--- src/rlbc_pkg.sv ---
// types, codes and helper functions for the rgb led mode and blink controller
// no dependencies; imported by every module of the block
package rlbc_pkg;

  localparam logic [15:0] PHASE_TICKS_RESET = 16'd200;

  typedef enum logic [2:0] {
    OP_TICK   = 3'd0,
    OP_ENABLE = 3'd1,
    OP_ON     = 3'd2,
    OP_OFF    = 3'd3,
    OP_BLINK  = 3'd4,
    OP_EVENT  = 3'd5
  } op_t;

  typedef enum logic [2:0] {
    COL_RED     = 3'd0,
    COL_GREEN   = 3'd1,
    COL_BLUE    = 3'd2,
    COL_YELLOW  = 3'd3,
    COL_MAGENTA = 3'd4,
    COL_CYAN    = 3'd5,
    COL_ALL     = 3'd6
  } color_t;

  typedef enum logic [1:0] {
    LM_OFF   = 2'd0,
    LM_ON    = 2'd1,
    LM_BLINK = 2'd2,
    LM_EVENT = 2'd3
  } led_mode_t;

  typedef enum logic [3:0] {
    EV_IDLE = 4'b0001,
    EV_DARK = 4'b0010,
    EV_ON   = 4'b0100,
    EV_OFF  = 4'b1000
  } ev_phase_t;

  typedef struct packed {
    logic [2:0]  mode;
    logic [2:0]  color;
    logic [31:0] interval;
    logic [7:0]  count;
    logic        enable_value;
  } cmd_t;

  typedef struct packed {
    logic       red_pin;
    logic       green_pin;
    logic       blue_pin;
    logic [1:0] current_mode;
  } res_t;

  typedef struct packed {
    logic [2:0]  pins;
    logic        enabled;
    led_mode_t   led_mode;
    logic [2:0]  active_color;
    logic [31:0] blink_interval;
    logic [31:0] tsc;
    logic [2:0]  saved_pins;
    led_mode_t   saved_mode;
    logic [15:0] ev_timer;
    logic [7:0]  blinks_left;
    ev_phase_t   ev_phase;
    logic [2:0]  ev_color;
  } state_t;

  // pin mask of a colour code, unused code selects nothing
  function automatic logic [2:0] color_mask(input logic [2:0] color);
    logic [2:0] mask;
    case (color_t'(color))
      COL_RED:     mask = 3'b001;
      COL_GREEN:   mask = 3'b010;
      COL_BLUE:    mask = 3'b100;
      COL_YELLOW:  mask = 3'b011;
      COL_MAGENTA: mask = 3'b101;
      COL_CYAN:    mask = 3'b110;
      COL_ALL:     mask = 3'b111;
      default:     mask = 3'b000;
    endcase
    return mask;
  endfunction

  // pins after driving the masked pins to a level, gated by the enable
  function automatic logic [2:0] drive_pins(input logic level, input logic enabled,
                                            input logic [2:0] pins, input logic [2:0] mask);
    logic [2:0] result;
    if (level && enabled) begin
      result = pins | mask;
    end else begin
      result = pins & ~mask;
    end
    return result;
  endfunction

endpackage

--- src/rgb_led_mode_blink_controller_core.sv ---
// top level of the rgb led mode and blink controller: state, config and result buffer
// depends on rlbc_pkg, rlbc_step and rlbc_out_buf
//
// Takes one command or tick beat per clock cycle and returns one result beat for each,
// the pin levels and mode right after that beat, held in the result buffer. All state
// is updated by a single pass of logic in the accepting cycle, so back-to-back beats
// need no bubbles; a two-entry result buffer stalls the input only when both entries
// hold results not yet taken. phase_ticks is written through the config port, which is
// always ready and should only be written while the block is idle.
module rgb_led_mode_blink_controller_core (
  input  logic           clk,
  input  logic           rst,
  input  logic           cmd_valid,
  output logic           cmd_stall,
  input  rlbc_pkg::cmd_t cmd,
  output logic           res_valid,
  input  logic           res_stall,
  output rlbc_pkg::res_t res,
  input  logic           cfg_valid,
  output logic           cfg_ready,
  input  logic [15:0]    cfg_data
);
  import rlbc_pkg::*;

  state_t      st;
  state_t      st_next;
  res_t        step_res;
  logic [15:0] phase_ticks;
  logic        cmd_take;
  logic        buf_full;

  assign cfg_ready = 1'b1;
  assign cmd_stall = buf_full;
  assign cmd_take  = cmd_valid && !cmd_stall;

  always_ff @(posedge clk) begin
    if (rst) begin
      phase_ticks <= PHASE_TICKS_RESET;
    end else if (cfg_valid && cfg_ready) begin
      phase_ticks <= cfg_data;
    end
  end

  always_ff @(posedge clk) begin
    if (rst) begin
      st.pins           <= 3'b000;
      st.enabled        <= 1'b0;
      st.led_mode       <= LM_OFF;
      st.active_color   <= 3'd0;
      st.blink_interval <= '0;
      st.tsc            <= '0;
      st.saved_pins     <= 3'b000;
      st.saved_mode     <= LM_OFF;
      st.ev_timer       <= '0;
      st.blinks_left    <= '0;
      st.ev_phase       <= EV_IDLE;
      st.ev_color       <= 3'd0;
    end else if (cmd_take) begin
      st <= st_next;
    end
  end

  rlbc_step u_step (
    .st          (st),
    .cmd         (cmd),
    .phase_ticks (phase_ticks),
    .st_next     (st_next),
    .res         (step_res)
  );

  rlbc_out_buf u_out_buf (
    .clk       (clk),
    .rst       (rst),
    .push      (cmd_take),
    .push_data (step_res),
    .full      (buf_full),
    .res_valid (res_valid),
    .res_stall (res_stall),
    .res       (res)
  );

endmodule

--- src/rlbc_step.sv ---
// next-state and result logic for one command or tick beat
// depends on rlbc_pkg
module rlbc_step (
  input  rlbc_pkg::state_t st,
  input  rlbc_pkg::cmd_t   cmd,
  input  logic [15:0]      phase_ticks,
  output rlbc_pkg::state_t st_next,
  output rlbc_pkg::res_t   res
);
  import rlbc_pkg::*;

  logic [2:0]  amask;
  logic [2:0]  emask;
  logic [2:0]  cmask;
  logic [31:0] tsc_inc;
  logic [15:0] timer_inc;
  logic [7:0]  blinks_dec;
  logic        lit;
  logic        do_restore;
  logic        do_light;

  assign amask      = color_mask(st.active_color);
  assign emask      = color_mask(st.ev_color);
  assign cmask      = color_mask(cmd.color);
  assign tsc_inc    = (st.tsc == '1) ? st.tsc : st.tsc + 32'd1;
  assign timer_inc  = st.ev_timer + 16'd1;
  assign blinks_dec = st.blinks_left - 8'd1;
  assign lit        = (st.pins & amask) != 3'b000;

  always_comb begin
    st_next    = st;
    do_restore = 1'b0;
    do_light   = 1'b0;
    case (op_t'(cmd.mode))
      OP_TICK: begin
        st_next.tsc = tsc_inc;
        if (st.ev_phase != EV_IDLE) begin
          if (timer_inc < phase_ticks) begin
            st_next.ev_timer = timer_inc;
          end else begin
            st_next.ev_timer = '0;
            case (st.ev_phase)
              EV_DARK: begin
                do_restore = (st.blinks_left == 8'd0);
                do_light   = (st.blinks_left != 8'd0);
              end
              EV_ON: begin
                st_next.pins     = drive_pins(1'b0, st.enabled, st.pins, emask);
                st_next.tsc      = '0;
                st_next.ev_phase = EV_OFF;
              end
              default: begin
                st_next.blinks_left = blinks_dec;
                do_restore = (blinks_dec == 8'd0);
                do_light   = (blinks_dec != 8'd0);
              end
            endcase
          end
        end else begin
          case (st.led_mode)
            LM_OFF: begin
              if (st.pins != 3'b000) begin
                st_next.pins = 3'b000;
                st_next.tsc  = '0;
              end
            end
            LM_ON: begin
              if (!lit) begin
                st_next.pins = drive_pins(1'b1, st.enabled, st.pins, amask);
                st_next.tsc  = '0;
              end
            end
            LM_BLINK: begin
              if (st.blink_interval == 32'd0) begin
                if (st.pins != 3'b000) begin
                  st_next.led_mode = LM_OFF;
                  st_next.pins     = 3'b000;
                  st_next.tsc      = '0;
                end
              end else if (tsc_inc >= st.blink_interval) begin
                st_next.pins = drive_pins(!lit, st.enabled, st.pins, amask);
                st_next.tsc  = '0;
              end
            end
            default: begin
            end
          endcase
        end
      end
      OP_ENABLE: begin
        if (st.ev_phase == EV_IDLE) begin
          st_next.enabled = cmd.enable_value;
          if (!cmd.enable_value) begin
            st_next.pins = 3'b000;
            st_next.tsc  = '0;
          end
        end
      end
      OP_ON: begin
        if (st.ev_phase == EV_IDLE) begin
          st_next.pins         = drive_pins(1'b1, st.enabled, 3'b000, cmask);
          st_next.tsc          = '0;
          st_next.led_mode     = LM_ON;
          st_next.active_color = cmd.color;
        end
      end
      OP_OFF: begin
        if (st.ev_phase == EV_IDLE) begin
          st_next.pins     = 3'b000;
          st_next.tsc      = '0;
          st_next.led_mode = LM_OFF;
        end
      end
      OP_BLINK: begin
        if (st.ev_phase == EV_IDLE) begin
          st_next.blink_interval = cmd.interval;
          if (cmd.interval == 32'd0) begin
            st_next.led_mode = LM_OFF;
          end else begin
            st_next.led_mode     = LM_BLINK;
            st_next.active_color = cmd.color;
          end
        end
      end
      OP_EVENT: begin
        if (st.ev_phase == EV_IDLE) begin
          st_next.saved_pins  = st.pins;
          st_next.saved_mode  = st.led_mode;
          st_next.led_mode    = LM_EVENT;
          st_next.ev_color    = cmd.color;
          st_next.blinks_left = cmd.count;
          st_next.pins        = 3'b000;
          st_next.tsc         = '0;
          st_next.ev_phase    = EV_DARK;
          st_next.ev_timer    = '0;
        end
      end
      default: begin
      end
    endcase

    if (do_restore) begin
      st_next.pins     = st.saved_pins & {3{st.enabled}};
      st_next.tsc      = '0;
      st_next.led_mode = st.saved_mode;
      st_next.ev_phase = EV_IDLE;
      st_next.ev_timer = '0;
    end
    if (do_light) begin
      st_next.pins     = drive_pins(1'b1, st.enabled, st.pins, emask);
      st_next.tsc      = '0;
      st_next.ev_phase = EV_ON;
    end
  end

  assign res.red_pin      = st_next.pins[0];
  assign res.green_pin    = st_next.pins[1];
  assign res.blue_pin     = st_next.pins[2];
  assign res.current_mode = st_next.led_mode;

endmodule

--- src/rlbc_out_buf.sv ---
// two-entry result buffer: output register plus skid register
// depends on rlbc_pkg
module rlbc_out_buf (
  input  logic           clk,
  input  logic           rst,
  input  logic           push,
  input  rlbc_pkg::res_t push_data,
  output logic           full,
  output logic           res_valid,
  input  logic           res_stall,
  output rlbc_pkg::res_t res
);
  import rlbc_pkg::*;

  logic skid_valid;
  res_t skid;
  logic out_take;
  logic out_load;

  assign out_take  = res_valid && !res_stall;
  assign out_load  = out_take || !res_valid;
  assign full      = skid_valid;

  always_ff @(posedge clk) begin
    if (rst) begin
      res_valid  <= 1'b0;
      skid_valid <= 1'b0;
    end else if (out_load) begin
      res_valid  <= skid_valid || push;
      skid_valid <= 1'b0;
    end else if (push) begin
      skid_valid <= 1'b1;
    end
  end

  always_ff @(posedge clk) begin
    if (out_load) begin
      res <= skid_valid ? skid : push_data;
    end
    if (push && !out_load) begin
      skid <= push_data;
    end
  end

  a_skid_needs_out: assert property (@(posedge clk) disable iff (rst)
    skid_valid |-> res_valid)
    else $error("skid entry held without an output entry");

  a_no_push_when_full: assert property (@(posedge clk) disable iff (rst)
    !(push && skid_valid))
    else $error("beat pushed into a full buffer");

  a_skid_moves_up: assert property (@(posedge clk) disable iff (rst)
    (skid_valid && out_take) |=> (res_valid && !skid_valid))
    else $error("skid entry not moved to output");

endmodule

--- config.mk ---
export PLATFORM = sky130hd
export DESIGN_NAME = rgb_led_mode_blink_controller_core
export DESIGN_NICKNAME = d
export VERILOG_FILES = /design/src/rlbc_pkg.sv /design/src/rgb_led_mode_blink_controller_core.sv /design/src/rlbc_step.sv /design/src/rlbc_out_buf.sv
export SDC_FILE = /design/constraint.sdc
export NUM_CORES = 1
export LEC_CHECK = 0
export BUFFER_PORTS_ARGS = -buffer_cell sky130_fd_sc_hd__clkbuf_2
export CORE_MARGIN = 2
export CORE_UTILIZATION = 45
export CTS_CLUSTER_DIAMETER = 60
export DETAILED_ROUTE_END_ITERATION = 8
export REMOVE_ABC_BUFFERS = 1
export SLEW_MARGIN = 5
export SYNTH_ARGS = -nofsm -noshare
export SYNTH_HDL_FRONTEND = slang
export SYNTH_SLANG_ARGS = --single-unit
--- constraint.sdc ---
create_clock -name clk -period 8 [get_ports clk]
set_clock_uncertainty 0.2 [all_clocks]
set_input_delay 2 -clock clk [delete_from_list [all_inputs] [get_ports clk]]
set_output_delay 2 -clock clk [all_outputs]
set_load 0.005 [all_outputs]
### Word level (Yosys, flattened, before mapping)

Cells that the tools add are included.
Widths: inputs -> output; s select.

| cells by class | value |
|---|---|
| reduce and logical (&&, ||, !) cells | 41 |
| bitwise operators | 8 |
| order comparisons | 2 |
| $add $sub $neg | 3 |
| shifts and indexed selects | 0 |
| equality and inequality tests | 46 |
| muxes and demuxes | 69 |
| divide/modulo/power cells | 0 |
| $mul | 0 |

Operators by type and width:

| kind | number |
|---|---|
| $mux 32 | 13 |
| $pmux 32 s4 | 1 |
| $pmux 32 s3 | 1 |
| $mux 68 | 1 |
| $logic_not 32->1 | 2 |
| $pmux 3 s7 | 3 |
| $pmux 28 s2 | 1 |
| $mux 3 | 17 |
| $mux 37 | 1 |
| $eq 3x3->1 const B | 11 |
| $add 32x1->32 const B | 1 |
| $eq 32x32->1 const B | 1 |
| $ge 32x32->1 | 1 |
| $mux 16 | 2 |
| $mux 28 | 1 |
| $eq 3x2->1 const B | 8 |
| $ne 4x1->1 const B | 5 |
| $reduce_and 6->1 | 3 |
| $add 16x1->16 const B | 1 |
| $logic_not 8->1 | 2 |
| $lt 16x16->1 | 1 |
| $mux 2 | 8 |
| $mux 4 | 4 |
| $reduce_bool 8->1 | 2 |
| other kinds (36) | 78 |

| storage, ports and cells | value |
|---|---|
| register bits | 137 |
| output and inout bits | 8 |
| memory bits (writable) | 0 |
| memories | 0 |
| logic and storage cells | 192 |
| input port bits | 68 |
| latch bits | 0 |
| bits in read-only memories | 0 |

### Longest topological paths before layout

Gate-level depths: netlist of run 1.

| logic depth | value |
|---|---|
| depth in word-level cells | 15 |
| gate-level depth with buffers | 20 |
| gate-level depth less buffers | 16 |

### By module

A second synthesis of run 1 with hierarchy kept.

| second synthesis, totals | value |
|---|---|
| cell total of the unflattened synthesis | 1358 |
| area total of the unflattened synthesis | 11131.9 sq um |

Modules (own cells, without submodules):

| module | instances | area each (sq um) | sequential area each (sq um) | cells each |
|---|---|---|---|---|
| rgb_led_mode_blink_controller_core | 1 | 5521.5 | 2502.4 | 551 |
| rlbc_step | 1 | 5159.9 | 0.0 | 784 |
| rlbc_out_buf | 1 | 450.4 | 340.3 | 23 |

### Worst setup path before layout of run 1

OpenSTA, ideal clock, no wires.

| timing | value |
|---|---|
| kind | register to register |
| from | register st[42] (netlist name) |
| to | register u_out_buf.skid[3] in the netlist's numbering, data pin |
| setup time | 0.258 ns |
| setup slack | 3.759 ns |
| path buffers | 1 |
| cell stages (with the launch flop) | 17 |
| clock period less this slack | 4.241 ns |
| required time | 7.542 ns |
| data arrival time | 3.782 ns |
| cells stage by stage | dfxtp_1 and4_4 and4_1 buf_4 and2_4 a311oi_4 and3_1 nand3_1 xnor2_1 ha_1 nand4_1 or4_1 a31oi_1 or2_2 mux2i_1 a31o_1 or2b_1 |

RTL lines:

| element | line | text |
|---|---|---|
| end signal, assigned | rlbc_out_buf.sv:41 | `skid <= push_data;` |
| end, declared | rlbc_out_buf.sv:16 | `res_t skid;` |

### Worst setup path after layout of run 1

| timing | value |
|---|---|
| from | register st[39] (netlist name) |
| to | register st[46] (netlist name) |

| between the ends | value |
|---|---|
| longest elaborated chain between the ends | 10 |
| elaborated cells between the ends (all ways) | 15 |
| those cells by class | 1 x add/sub; 1 x order compare; 1 x eq/ne; 12 x mux |

Ends and longest elaborated chain:

| element | line | text |
|---|---|---|
| $add 32x1->32 or $eq 32x32->1 (tied branches) | rlbc_step.sv:25 | `assign tsc_inc = (st.tsc == '1) ? st.tsc : st.tsc + 32'd1;` |
| $mux 32 (*) | rlbc_step.sv:25 |  |
| $ge 32x32->1 | rlbc_step.sv:80 | `end else if (tsc_inc >= st.blink_interval) begin` |
| $mux 32 | rlbc_step.sv:80 |  |
| $mux 32 | rlbc_step.sv:74 | `if (st.blink_interval == 32'd0) begin` |
| $pmux 32 s3 | rlbc_step.sv:60 | `case (st.led_mode)` |
| $mux 32 (*) | rlbc_step.sv:37 | `if (st.ev_phase != EV_IDLE) begin` |
| $pmux 32 s4 (*) | rlbc_step.sv:34 | `case (op_t'(cmd.mode))` |
| $mux 32 (*) | rlbc_step.sv:142 | `if (do_restore) begin` |
| $mux 32 (*) | rlbc_step.sv:149 | `if (do_light) begin` |

Every way passes the cells marked *; elsewhere a longest branch is shown, timed or not.
A chain may end at the register's enable or synchronous reset.

==> results of run 1 <==
[cells in the final DEF (no fill, tap or decap), types with 6 or more instances in the layout]
| cell type | n |
|---|---|
| sky130_fd_sc_hd__a211oi_1 | 10 |
| sky130_fd_sc_hd__a21oi_1 | 109 |
| sky130_fd_sc_hd__a221oi_1 | 7 |
| sky130_fd_sc_hd__a22o_1 | 12 |
| sky130_fd_sc_hd__a31oi_1 | 8 |
| sky130_fd_sc_hd__and3_1 | 12 |
| sky130_fd_sc_hd__buf_4 | 7 |
| sky130_fd_sc_hd__clkbuf_16 | 18 |
| sky130_fd_sc_hd__clkbuf_2 | 73 |
| sky130_fd_sc_hd__dfxtp_1 | 127 |
| sky130_fd_sc_hd__edfxtp_1 | 10 |
| sky130_fd_sc_hd__ha_1 | 51 |
| sky130_fd_sc_hd__inv_1 | 61 |
| sky130_fd_sc_hd__mux2_2 | 6 |
| sky130_fd_sc_hd__mux2i_1 | 27 |
| sky130_fd_sc_hd__nand2_1 | 157 |
| sky130_fd_sc_hd__nand2b_1 | 14 |
| sky130_fd_sc_hd__nand3_1 | 55 |
| sky130_fd_sc_hd__nand4_1 | 19 |
| sky130_fd_sc_hd__nor2_1 | 85 |
| sky130_fd_sc_hd__nor2b_1 | 12 |
| sky130_fd_sc_hd__nor3_1 | 16 |
| sky130_fd_sc_hd__nor4_1 | 22 |
| sky130_fd_sc_hd__o211ai_1 | 6 |
| sky130_fd_sc_hd__o21ai_0 | 58 |
| sky130_fd_sc_hd__xnor2_1 | 33 |
| sky130_fd_sc_hd__xor2_1 | 19 |
[logic make-up after synthesis]
family / count (synthesis) / share of synthesized area, %
simple gates: 439 / 25.0
xor+xnor: 52 / 5.31
compound gates: 266 / 19.8
fa+ha+maj: 51 / 7.43
flops: 137 / 33.1
other cells: 1 / 0.0437
buf+inv: 116 / 5.31
mux: 33 / 3.94
[routing by layer]
metal / wire (um) / up-vias / part of all wire (%) / global-route usage [%]
li1: - / 4010 / - / -
met5: 13 / - / 0.057 / 0
met4: 503 / 2 / 2.2 / 7.63
met2: 10700 / 164 / 47 / 38.0
met3: 918 / 36 / 4.0 / 4.71
met1: 10700 / 3741 / 47 / 30.7
[stage by stage]
stage / total power [W] / cells / hold slack [ps] / setup slack (ps) / area [um^2]
3_5_place_dp: 0.000951 / 1355 / 270 / 2990 / 9090
4_1_cts: 0.00184 / 1387 / 280 / 2960 / 9750
2_1_floorplan: 0.000862 / 1041 / 238 / 2630 / 8360
5_1_grt: 0.00190 / 1387 / 296 / 2380 / 9750
6_report: 0.00182 / 1387 / 275 / 2950 / 9750
3_3_place_gp: 0.000949 / 1355 / 256 / 3140 / 9090
[state kept, by name (all words and copies together) (netlist names)]
register / count
phase_ticks: 16
st: 109
u_out_buf.full: 1
u_out_buf.res: 5
u_out_buf.res_valid: 1
u_out_buf.skid: 5
[where the power goes]
group          internal [W]  total [W]  leakage, nW  switching, W
combinational     0.0000762   0.000209         2.36      0.000133
sequential         0.000710   0.000727         1.13     0.0000170
clock              0.000560   0.000886        0.314      0.000326
[path summary, 6_finish.rpt]
| path | endpoint | cells past startpoint |
|---|---|---|
| worst max-delay path | st[46] | 16 |
| worst min-delay path | st[75] | 2 |
| worst max register to register | st[46] | 16 |
| worst min register to register | st[75] | 2 |
[area by class of cell]
type / instances / share of cell area [%]
Timing Repair Buffer: 80 / 4.29
Clock inverter: 12 / 1.91
Sequential cell: 137 / 29.2
Clock buffer: 20 / 4.90
Tap cell: 234 / 3.00
Inverter: 62 / 2.39
Multi-Input combinational cell: 842 / 54.4
[worst min-delay path: cells and delay by family (launching register included)]
family,cells,cell delay (ps)
flops,1,320
simple gates,1,60
compound gates,1,50
==> flow_results.xml, run 1 <==
<?xml version="1.0" encoding="UTF-8"?>
<metrics>
  <group name="finish">
    <metric name="layout.area.seq" unit="um^2">2840</metric>
    <metric name="nFillCells" unit="">1814</metric>
    <metric name="number_of_nets_in_the_layout" unit="">1259</metric>
    <metric name="antenna_cells" unit="">0</metric>
    <metric name="footprint_of_the_multi_input_gates" unit="um^2">5300</metric>
    <metric name="post-route-util" unit="%">52.1</metric>
    <metric name="areaGrowthSynthToFinish" unit="%">13.6</metric>
    <metric name="drive_above_1_share" unit="%">12.6</metric>
  </group>
  <group name="clock_tree">
    <metric name="worst_setup_hold_path_clk_slew" unit="ps">60</metric>
    <metric name="clock_sink_total" unit="">137</metric>
    <metric name="postCtsSetupRepairBufs" unit="">0</metric>
    <metric name="htree_levels" unit="">4</metric>
    <metric name="cts_hold_buffers" unit="">0</metric>
    <metric name="clk_latency" unit="ps">430</metric>
    <metric name="cts_tree" unit="">built</metric>
    <metric name="clk_path_buf_depth" unit="">2</metric>
    <metric name="postCtsResizedCells" unit="">0</metric>
    <metric name="numCtsBuffers" unit="">17</metric>
    <metric name="clock_tree_root_buffer_cell" unit="">sky130_fd_sc_hd__clkbuf_16</metric>
  </group>
  <group name="worst_setup_path">
    <metric name="crit_family" unit="">simple AND/OR/NAND/NOR gates</metric>
    <metric name="path_cells" unit="">nand3_1 &gt; nor2_1 &gt; a21boi_0 &gt; buf_4 &gt; and4_1 &gt; nand3_1 &gt; xnor2_1 &gt; ha_1 &gt; nand2_1 &gt; o21ai_0 &gt; a221oi_1 &gt; o211ai_1 &gt; o31ai_2 &gt; and2_1 &gt; o21ai_0 &gt; o21ai_0</metric>
    <metric name="crit_path_max_fanout" unit="">19</metric>
    <metric name="timing.setup.critical_path_class" unit="">reg2reg</metric>
    <metric name="endpoint_kind" unit="">flop</metric>
    <metric name="timing.critical_path.required" unit="ps">8140</metric>
    <metric name="cp_slowest_cell" unit="">sky130_fd_sc_hd__and2_1</metric>
    <metric name="max_stage_delay" unit="ps">730</metric>
    <metric name="path_buf_inv" unit="">1</metric>
    <metric name="cpMostUsedCell" unit="">sky130_fd_sc_hd__o21ai_0</metric>
    <metric name="cp-start-kind" unit="">flop</metric>
    <metric name="reg2reg_slack" unit="ps">2950</metric>
    <metric name="crit-reg2reg-launch" unit="">st[39]</metric>
    <metric name="crit_start" unit="">st[39]</metric>
    <metric name="critical_path_arrival" unit="ps">5190</metric>
  </group>
  <group name="floorplan">
    <metric name="core-area" unit="um^2">18700</metric>
    <metric name="die-area" unit="um^2">20200</metric>
    <metric name="design.portCount" unit="">76</metric>
    <metric name="rows" unit="">50</metric>
    <metric name="die_x" unit="um">142</metric>
    <metric name="initial_utilization" unit="%">45.9</metric>
    <metric name="dieHeight" unit="um">142</metric>
  </group>
  <group name="route">
    <metric name="sum_of_routed_wire_length_over_all_layers" unit="mm">22.8</metric>
    <metric name="routed_wire_length_per_instance" unit="um">16.4</metric>
    <metric name="detail_route.drc_violations" unit="">0</metric>
    <metric name="vias_per_cell" unit="">5.73</metric>
    <metric name="route.vias.total" unit="">7953</metric>
    <metric name="detail-route-antenna-nets" unit="">0</metric>
    <metric name="drt_first_pass_iters" unit="">5</metric>
    <metric name="detail_route.iter0.violations" unit="">612</metric>
  </group>
  <group name="place">
    <metric name="gp_congestion" unit="">0.901</metric>
    <metric name="io_buffer_count" unit="">74</metric>
    <metric name="hpwlAfterDp" unit="mm">16.5</metric>
  </group>
  <group name="logic_synthesis">
    <metric name="synth_cell_types" unit="">81</metric>
    <metric name="cell_with_the_most_instances_after_synthesis" unit="">sky130_fd_sc_hd__nand2_1</metric>
    <metric name="synth_area_per_cell" unit="um^2">7.84</metric>
    <metric name="dominantRegCellSynth" unit="">sky130_fd_sc_hd__dfxtp_1</metric>
    <metric name="synthTopCellsByArea" unit="">sky130_fd_sc_hd__dfxtp_1 30%, sky130_fd_sc_hd__ha_1 7.4%, sky130_fd_sc_hd__nand2_1 6.9%</metric>
    <metric name="synth_top_cell_by_area" unit="">sky130_fd_sc_hd__dfxtp_1</metric>
    <metric name="cell_area_synth" unit="um^2">8580</metric>
    <metric name="ys_warn_count" unit="">0</metric>
    <metric name="syn-instance-count" unit="">1095</metric>
    <metric name="postSynthRegisterBits" unit="">137</metric>
    <metric name="ys_async_sr_fraction" unit="%">0</metric>
    <metric name="synth.top_cell.area_share" unit="%">29.6</metric>
    <metric name="ys_top_cells_by_count" unit="">157 x sky130_fd_sc_hd__nand2_1, 127 x sky130_fd_sc_hd__dfxtp_1, 109 x sky130_fd_sc_hd__a21oi_1</metric>
    <metric name="synth_seq_area_share" unit="%">33.1</metric>
    <metric name="synth_edf_count" unit="">10</metric>
  </group>
  <group name="timing">
    <metric name="timing.slew.headroom" unit="%">32.5</metric>
    <metric name="max_freq" unit="MHz">198</metric>
    <metric name="final-setup-viol-count" unit="">0</metric>
    <metric name="timing.setup.tns" unit="ps">0</metric>
    <metric name="timing.final.crit_period" unit="ps">5050</metric>
    <metric name="report.final.slew_viol_count" unit="">0</metric>
    <metric name="number_of_failing_hold_endpoints_at_the_final_stage" unit="">0</metric>
    <metric name="final.period_utilization" unit="%">63.1</metric>
    <metric name="rsz_0062_raised_after_global_routing" unit="">no</metric>
    <metric name="worst-slew-pin-transition" unit="ps">1010</metric>
  </group>
  <group name="worst_hold_path">
    <metric name="hp-class" unit="">reg2reg</metric>
    <metric name="hold_start" unit="">st[75]</metric>
  </group>
  <group name="global_routing">
    <metric name="grt_pass1_wl" unit="mm">37.6</metric>
    <metric name="grt_antenna_before_repair" unit="">1</metric>
    <metric name="grt_start_max_net_pins" unit="">76</metric>
    <metric name="grt_pass1_vias" unit="">7448</metric>
    <metric name="grt.overflow.total" unit="">0</metric>
    <metric name="grt_use_total" unit="%">23.2</metric>
  </group>
  <group name="pwr">
    <metric name="ir_worst_vdd" unit="V">0.000144</metric>
    <metric name="power_per_standard_cell_area" unit="nW/um^2">187</metric>
    <metric name="static-leakage-power" unit="nW">3.81</metric>
  </group>
  <group name="flow_run">
    <metric name="max-cap-violations" unit="">0</metric>
  </group>
  <group name="run_status">
    <metric name="status" unit="">finished clean</metric>
  </group>
</metrics>
No activity file was read; power rests on OpenSTA's default activity.
==> inputs of run 2 (changes only) <==
- clock period: 8 -> 5.3 ns (I/O delays scaled with it)
==> run 2 against run 1 <==
  * Clock power is 42% higher
  * Cell count is 0.43% higher
  * Utilization hardly changed
  * Routed wire length is 0.26% lower
  * Fmax is 2.4% higher
  * Highest routed layer unchanged
  * First-iteration DRC count is 17% higher
  * Die area stayed put
  * Non-clock buffer count is 6 higher
  * Total power is 47% higher
==> flow_results.xml, run 2 (synthesis gave the netlist of run 1 again) <==
<?xml version="1.0" encoding="UTF-8"?>
<metrics>
  <group name="worst_setup_path">
    <metric name="cp-start-kind" unit="">flop</metric>
    <metric name="crit-reg2reg-launch" unit="">st[42]</metric>
    <metric name="timing.critical_path.required" unit="ps">5250</metric>
    <metric name="crit_path_max_fanout" unit="">7</metric>
    <metric name="critical_path_arrival" unit="ps">4890</metric>
    <metric name="timing.setup.critical_path_class" unit="">reg2reg</metric>
    <metric name="endpoint_kind" unit="">flop</metric>
    <metric name="reg2reg_slack" unit="ps">370</metric>
    <metric name="r2r_cells" unit="">14</metric>
    <metric name="reg2reg_to" unit="">u_out_buf.skid[4]</metric>
  </group>
  <group name="pwr">
    <metric name="power_switching" unit="W">0.000707</metric>
    <metric name="combinationalPowerShare" unit="%">12.1</metric>
    <metric name="static-leakage-power" unit="nW">3.83</metric>
    <metric name="power.clock.fraction" unit="%">47.0</metric>
    <metric name="switching_share" unit="%">26.3</metric>
    <metric name="sequentialPowerShare" unit="%">40.9</metric>
    <metric name="cellInternalPower" unit="W">0.00198</metric>
    <metric name="ir_worst_vdd" unit="V">0.000227</metric>
    <metric name="power_per_standard_cell_area" unit="nW/um^2">275</metric>
  </group>
  <group name="floorplan">
    <metric name="initial_utilization" unit="%">45.9</metric>
    <metric name="dieHeight" unit="um">142</metric>
    <metric name="design.portCount" unit="">76</metric>
    <metric name="rows" unit="">50</metric>
    <metric name="die-area" unit="um^2">20200</metric>
    <metric name="die_x" unit="um">142</metric>
    <metric name="core-area" unit="um^2">18700</metric>
  </group>
  <group name="worst_hold_path">
    <metric name="whs_endpoint" unit="">st[16]</metric>
    <metric name="hp-class" unit="">reg2reg</metric>
    <metric name="hold_start" unit="">st[16]</metric>
    <metric name="min_delay_path_depth" unit="">2</metric>
  </group>
  <group name="finish">
    <metric name="layout.cell_area.non_filler" unit="um^2">9760</metric>
    <metric name="top_regs" unit="">st (109), phase_ticks (16)</metric>
    <metric name="layout_common_cells" unit="">157 x sky130_fd_sc_hd__nand2_1, 127 x sky130_fd_sc_hd__dfxtp_1, 109 x sky130_fd_sc_hd__a21oi_1</metric>
    <metric name="number_of_flip_flops_in_the_largest_register" unit="">109</metric>
    <metric name="areaGrowthSynthToFinish" unit="%">13.7</metric>
    <metric name="footprint_of_the_multi_input_gates" unit="um^2">5300</metric>
    <metric name="post-route-util" unit="%">52.2</metric>
    <metric name="mostFrequentLayoutCell" unit="">sky130_fd_sc_hd__nand2_1</metric>
    <metric name="antenna_cells" unit="">0</metric>
    <metric name="layout.area.seq" unit="um^2">2840</metric>
    <metric name="number_of_nets_in_the_layout" unit="">1265</metric>
    <metric name="drive_above_1_share" unit="%">13.0</metric>
    <metric name="largest-register" unit="">st</metric>
    <metric name="nFillCells" unit="">1779</metric>
  </group>
  <group name="clock_tree">
    <metric name="htree_levels" unit="">4</metric>
    <metric name="cts_hold_buffers" unit="">0</metric>
    <metric name="numCtsBuffers" unit="">17</metric>
    <metric name="cts_tree" unit="">built</metric>
    <metric name="worst_setup_hold_path_clk_slew" unit="ps">60</metric>
    <metric name="clk_path_buf_depth" unit="">2</metric>
    <metric name="clock_sink_total" unit="">137</metric>
    <metric name="clock_tree_root_buffer_cell" unit="">sky130_fd_sc_hd__clkbuf_16</metric>
    <metric name="postCtsSetupRepairBufs" unit="">0</metric>
    <metric name="clk_latency" unit="ps">430</metric>
    <metric name="postCtsResizedCells" unit="">0</metric>
  </group>
  <group name="route">
    <metric name="sum_of_routed_wire_length_over_all_layers" unit="mm">22.7</metric>
    <metric name="drt_first_pass_iters" unit="">5</metric>
    <metric name="routed_wire_length_per_instance" unit="um">16.3</metric>
    <metric name="vias_per_cell" unit="">5.71</metric>
    <metric name="detail_route.iter0.violations" unit="">713</metric>
    <metric name="detail-route-antenna-nets" unit="">0</metric>
    <metric name="route.vias.total" unit="">7954</metric>
    <metric name="detail_route.drc_violations" unit="">0</metric>
  </group>
  <group name="timing">
    <metric name="timing.final.crit_period" unit="ps">4930</metric>
    <metric name="worst-slew-pin-transition" unit="ps">1060</metric>
    <metric name="finalHoldWorstSlack" unit="ps">273</metric>
    <metric name="timing.setup.tns" unit="ps">0</metric>
    <metric name="timing.slew.headroom" unit="%">29.2</metric>
    <metric name="final-setup-viol-count" unit="">0</metric>
    <metric name="number_of_failing_hold_endpoints_at_the_final_stage" unit="">0</metric>
    <metric name="report.final.slew_viol_count" unit="">0</metric>
    <metric name="rsz_0062_raised_after_global_routing" unit="">no</metric>
    <metric name="max_freq" unit="MHz">203</metric>
    <metric name="final.period_utilization" unit="%">93.1</metric>
  </group>
  <group name="global_routing">
    <metric name="grt_pass1_vias" unit="">7485</metric>
    <metric name="grt_antenna_before_repair" unit="">1</metric>
    <metric name="grt_pass1_wl" unit="mm">37.3</metric>
    <metric name="grt_use_total" unit="%">23.1</metric>
    <metric name="grt.overflow.total" unit="">0</metric>
    <metric name="grt_start_max_net_pins" unit="">67</metric>
  </group>
  <group name="place">
    <metric name="placedInstanceArea" unit="um^2">9130</metric>
    <metric name="io_buffer_count" unit="">74</metric>
    <metric name="gp_congestion" unit="">0.923</metric>
    <metric name="hpwlAfterDp" unit="mm">16.4</metric>
  </group>
  <group name="flow_run">
    <metric name="max-cap-violations" unit="">0</metric>
  </group>
  <group name="run_status">
    <metric name="status" unit="">finished clean</metric>
  </group>
</metrics>
run 2: cell types whose count changed in the layout (fill, tap and decap cells not counted), sizes merged:
cell	before	now
buf	7	13
bufinv	4	2
clkbuf	93	95
clkinv	5	6
inv	62	61
run 2: worst max path at each step:
stage                     startpoint                 to  slack, ps  cells after the start
final                         st[42]  u_out_buf.skid[4]        370                     14
after global routing          st[39]  u_out_buf.skid[4]        100                     14
after CTS                     st[42]   u_out_buf.res[2]        450                     16
after detailed placement      st[42]   u_out_buf.res[2]        470                     14
after global placement        st[42]   u_out_buf.res[2]        520                     14
after floorplan            cmd_valid             st[68]        610                      5
run 2: power by group through the flow:
stage               sequential [W]  combinational (W)  clock, W
CTS                        0.00110           0.000325   0.00128
global route               0.00110           0.000363   0.00132
finish                     0.00110           0.000325   0.00126
floorplan                  0.00111           0.000189         0
detailed placement         0.00112           0.000323         0
global placement           0.00112           0.000322         0
run 2: critical path, stage by stage (launching register included):
cell and delay, ps:
sky130_fd_sc_hd__dfxtp_1 440, sky130_fd_sc_hd__and4_4 280, sky130_fd_sc_hd__and4_1 340, sky130_fd_sc_hd__nand2_1 140, sky130_fd_sc_hd__a2111oi_4 460, sky130_fd_sc_hd__nand4_1 220, sky130_fd_sc_hd__xnor2_1 180, sky130_fd_sc_hd__ha_1 310
sky130_fd_sc_hd__nand4_1 180, sky130_fd_sc_hd__or4_1 550, sky130_fd_sc_hd__a31oi_1 410, sky130_fd_sc_hd__nor2_1 130, sky130_fd_sc_hd__o21a_1 210, sky130_fd_sc_hd__o31ai_1 450, sky130_fd_sc_hd__o21ai_0 150
run 2: layer usage:
| layer | vias to the layer above | global-route usage, % | routed length, um |
|---|---|---|---|
| met5 | - | 0 | 13 |
| met1 | 3769 | 29.5 | 10500 |
| met3 | 34 | 4.07 | 753 |
| met4 | 2 | 7.05 | 327 |
| li1 | 4017 | - | - |
| met2 | 132 | 39.7 | 11100 |
run 2: final cells by class:
cell class,count,share of cell area [%]
inverters,62,2.38
well taps,234,3.00
flip-flops and latches,137,29.1
clock inverters,10,1.14
multi-input cells,842,54.3
repair buffers,86,4.74
clock buffers,22,5.29
run 2: through the flow:
stage	std cells	total power, W	setup WS, ps
CTS	1393	0.00271	448
detailed placement	1361	0.00144	473
floorplan	1041	0.00130	607
global placement	1361	0.00144	518
finish	1393	0.00268	367
global route	1393	0.00279	98.1
==> inputs of run 3 (changes only) <==
- PLACE_DENSITY: unset -> 0.65
- clock period: 5.3 -> 4.06 ns (I/O delays scaled with it)
==> run 3 against run 2 <==
  * Cell count up 8.9%
  * Routed wire length increased by 8.4%
  * Sequential cell count is the same
  * Largest power group unchanged
  * Sequential share of layout area decreased by 3.3 points
  * First-iteration DRC count is 25% lower
  * Combinational power up 68%
  * The run now ends with setup timing left
  * Die area unchanged
  * Non-clock buffer count rose by 126
  * Register-to-register slack lost 630 ps
  * Hold slack lost 0.69 ps
  * Fmax is 14% higher
==> flow_results.xml, run 3 (synthesis gave the netlist of run 1 again) <==
<?xml version="1.0" encoding="UTF-8"?>
<metrics>
  <group name="worst_setup_path">
    <metric name="reg2reg_to" unit="">st[65]</metric>
    <metric name="path_cells" unit="">nand3_4 &gt; nor4_4 &gt; buf_4 &gt; and2_4 &gt; and3_4 &gt; mux2_4 &gt; ha_4 &gt; a2111o_1 &gt; a32oi_4 &gt; a31oi_4 &gt; buf_6 &gt; o31ai_4 &gt; nand2_2 &gt; or4_1 &gt; a21oi_1</metric>
    <metric name="reg2reg_slack" unit="ps">-260</metric>
    <metric name="endpoint_kind" unit="">flop</metric>
    <metric name="cp-start-kind" unit="">flop</metric>
    <metric name="timing.critical_path.required" unit="ps">4220</metric>
    <metric name="crit-reg2reg-launch" unit="">st[54]</metric>
    <metric name="max_stage_delay" unit="ps">460</metric>
    <metric name="critical_path_arrival" unit="ps">4480</metric>
    <metric name="crit_path_max_fanout" unit="">6</metric>
    <metric name="crit_family" unit="">simple AND/OR/NAND/NOR gates</metric>
    <metric name="timing.setup.critical_path_class" unit="">reg2reg</metric>
    <metric name="path_buf_inv" unit="">2</metric>
    <metric name="r2r_cells" unit="">15</metric>
    <metric name="cp_slowest_cell" unit="">sky130_fd_sc_hd__a2111o_1</metric>
  </group>
  <group name="worst_hold_path">
    <metric name="whs_endpoint" unit="">st[82]</metric>
    <metric name="hold_start" unit="">st[82]</metric>
    <metric name="min_delay_path_depth" unit="">2</metric>
    <metric name="hp-class" unit="">reg2reg</metric>
  </group>
  <group name="global_routing">
    <metric name="grt.overflow.total" unit="">0</metric>
    <metric name="grt_pass1_vias" unit="">8076</metric>
    <metric name="grt_start_max_net_pins" unit="">50</metric>
    <metric name="grt_pass1_wl" unit="mm">39.5</metric>
    <metric name="grt_antenna_before_repair" unit="">0</metric>
    <metric name="grt_use_total" unit="%">24.2</metric>
  </group>
  <group name="route">
    <metric name="detail-route-antenna-nets" unit="">0</metric>
    <metric name="detail_route.iter0.violations" unit="">537</metric>
    <metric name="detail_route.drc_violations" unit="">0</metric>
    <metric name="vias_per_cell" unit="">5.65</metric>
    <metric name="routed_wire_length_per_instance" unit="um">16.2</metric>
    <metric name="drt_first_pass_iters" unit="">6</metric>
    <metric name="sum_of_routed_wire_length_over_all_layers" unit="mm">24.6</metric>
    <metric name="route.vias.total" unit="">8572</metric>
  </group>
  <group name="floorplan">
    <metric name="rows" unit="">50</metric>
    <metric name="die_x" unit="um">142</metric>
    <metric name="core-area" unit="um^2">18700</metric>
    <metric name="die-area" unit="um^2">20200</metric>
    <metric name="design.portCount" unit="">76</metric>
    <metric name="initial_utilization" unit="%">45.9</metric>
    <metric name="dieHeight" unit="um">142</metric>
  </group>
  <group name="finish">
    <metric name="top_regs" unit="">st (109), phase_ticks (16)</metric>
    <metric name="drive_above_1_share" unit="%">26.7</metric>
    <metric name="number_of_flip_flops_in_the_largest_register" unit="">109</metric>
    <metric name="mostFrequentLayoutCell" unit="">sky130_fd_sc_hd__nand2_1</metric>
    <metric name="largest-register" unit="">st</metric>
    <metric name="number_of_nets_in_the_layout" unit="">1391</metric>
    <metric name="layout_common_cells" unit="">153 x sky130_fd_sc_hd__nand2_1, 130 x sky130_fd_sc_hd__buf_4, 114 x sky130_fd_sc_hd__dfxtp_1</metric>
    <metric name="layout.cell_area.non_filler" unit="um^2">11100</metric>
    <metric name="antenna_cells" unit="">0</metric>
    <metric name="final_cell_count_no_fill" unit="">1517</metric>
    <metric name="areaGrowthSynthToFinish" unit="%">29.3</metric>
  </group>
  <group name="clock_tree">
    <metric name="numCtsBuffers" unit="">17</metric>
    <metric name="worst_setup_hold_path_clk_slew" unit="ps">60</metric>
    <metric name="clk_path_buf_depth" unit="">2</metric>
    <metric name="htree_levels" unit="">4</metric>
    <metric name="clk_latency" unit="ps">430</metric>
    <metric name="cts_tree" unit="">built</metric>
    <metric name="cts_hold_buffers" unit="">0</metric>
    <metric name="clock_sink_total" unit="">137</metric>
    <metric name="clock_tree_root_buffer_cell" unit="">sky130_fd_sc_hd__clkbuf_16</metric>
  </group>
  <group name="pwr">
    <metric name="power" unit="W">0.00352</metric>
    <metric name="sequentialPowerShare" unit="%">40.8</metric>
    <metric name="power_switching" unit="W">0.000959</metric>
    <metric name="ir_worst_vdd" unit="V">0.000281</metric>
    <metric name="power.clock.fraction" unit="%">43.7</metric>
    <metric name="switching_share" unit="%">27.3</metric>
    <metric name="cellInternalPower" unit="W">0.00256</metric>
    <metric name="power_per_standard_cell_area" unit="nW/um^2">317</metric>
    <metric name="combinationalPowerShare" unit="%">15.6</metric>
    <metric name="static-leakage-power" unit="nW">4.53</metric>
  </group>
  <group name="timing">
    <metric name="final.period_utilization" unit="%">106</metric>
    <metric name="report.final.slew_viol_count" unit="">0</metric>
    <metric name="finalHoldWorstSlack" unit="ps">272</metric>
    <metric name="timing.final.crit_period" unit="ps">4320</metric>
    <metric name="worst-slew-pin-transition" unit="ps">824</metric>
    <metric name="worst_case_setup_margin_in_the_final_layout" unit="ps">-262</metric>
    <metric name="final-setup-viol-count" unit="">40</metric>
    <metric name="max_freq" unit="MHz">231</metric>
    <metric name="timing.setup.tns" unit="ps">-6360</metric>
    <metric name="timing.slew.headroom" unit="%">44.8</metric>
    <metric name="number_of_failing_hold_endpoints_at_the_final_stage" unit="">0</metric>
    <metric name="rsz_0062_raised_after_global_routing" unit="">yes</metric>
  </group>
  <group name="place">
    <metric name="io_buffer_count" unit="">74</metric>
    <metric name="gp_congestion" unit="">0.966</metric>
    <metric name="numPlacedInstances" unit="">1465</metric>
    <metric name="hpwlAfterDp" unit="mm">17.6</metric>
    <metric name="placedInstanceArea" unit="um^2">9920</metric>
  </group>
  <group name="run_status">
    <metric name="violations" unit="">setup timing</metric>
    <metric name="status" unit="">finished, violations left</metric>
  </group>
  <group name="flow_run">
    <metric name="max-cap-violations" unit="">0</metric>
  </group>
</metrics>
==> run 3: power groups by stage <==
stage | clock network, W | logic (W) | registers (W)
after floorplan | 0 | 0.000247 | 0.00145
after global placement | 0 | 0.000446 | 0.00146
after detailed placement | 0 | 0.000449 | 0.00146
after CTS | 0.00155 | 0.000483 | 0.00143
after global routing | 0.00161 | 0.000597 | 0.00144
final | 0.00154 | 0.000547 | 0.00143
==> run 3: cell type report <==
| class | instances | area [um^2] |
|---|---|---|
| multi-input combinational | 842 | 5670 |
| fill | 1700 | 7610 |
| sequential | 137 | 2860 |
| clock buffer | 20 | 447 |
| tap | 234 | 293 |
| clock inverter | 10 | 123 |
| inverter | 62 | 233 |
| timing repair buffer | 212 | 1470 |
==> run 3: layer usage <==
| layer | global-route usage (%) | routed length, um | vias up | part of all wire (%) |
|---|---|---|---|---|
| met1 | 30.9 | 11000 | 4053 | 45 |
| met5 | 0 | 0 | - | 0 |
| met3 | 4.51 | 1010 | 37 | 4.1 |
| li1 | - | - | 4278 | - |
| met2 | 41.6 | 12200 | 204 | 49 |
| met4 | 6.84 | 427 | 0 | 1.7 |
==> run 3: how the worst max path moves through the flow <==
| stage | slack (ps) | startpoint | cells after the start | endpoint |
|---|---|---|---|---|
| final | -260 | st[54] | 15 | st[65] |
| after global placement | -280 | st[50] | 19 | u_out_buf.skid[4] |
| after floorplan | -600 | st[39] | 14 | st[53] |
| after CTS | -10 | st[42] | 16 | u_out_buf.skid[4] |
| after detailed placement | -340 | st[50] | 19 | u_out_buf.skid[4] |
| after global routing | -390 | st[54] | 15 | st[61] |
==> run 3: worst register-to-register path, stage by stage, from the launching register on <==
cell and delay (ps):
sky130_fd_sc_hd__dfxtp_2 350, sky130_fd_sc_hd__nand3_4 90, sky130_fd_sc_hd__nor4_4 370, sky130_fd_sc_hd__buf_4 180
sky130_fd_sc_hd__and2_4 160, sky130_fd_sc_hd__and3_4 220, sky130_fd_sc_hd__mux2_4 330, sky130_fd_sc_hd__ha_4 210
sky130_fd_sc_hd__a2111o_1 460, sky130_fd_sc_hd__a32oi_4 330, sky130_fd_sc_hd__a31oi_4 150, sky130_fd_sc_hd__buf_6 140
sky130_fd_sc_hd__o31ai_4 310, sky130_fd_sc_hd__nand2_2 150, sky130_fd_sc_hd__or4_1 440, sky130_fd_sc_hd__a21oi_1 150
==> run 3: stage by stage <==
stage | util, % | setup slack [ps]
2_1_floorplan | - | -602
3_3_place_gp | 53.1 | -276
3_5_place_dp | 53.1 | -338
4_1_cts | 57.6 | -12.0
5_1_grt | 59.3 | -389
6_report | 59.3 | -262
==> run 3: repair_timing <==
| action | CTS | global route |
|---|---|---|
| gates cloned | 0 | 1 |
| setup endpoints to repair | 41 | 64 |
| resized for setup | 56 | 57 |
| buffers inserted | 9 | 14 |
| pin swaps | 32 | 40 |
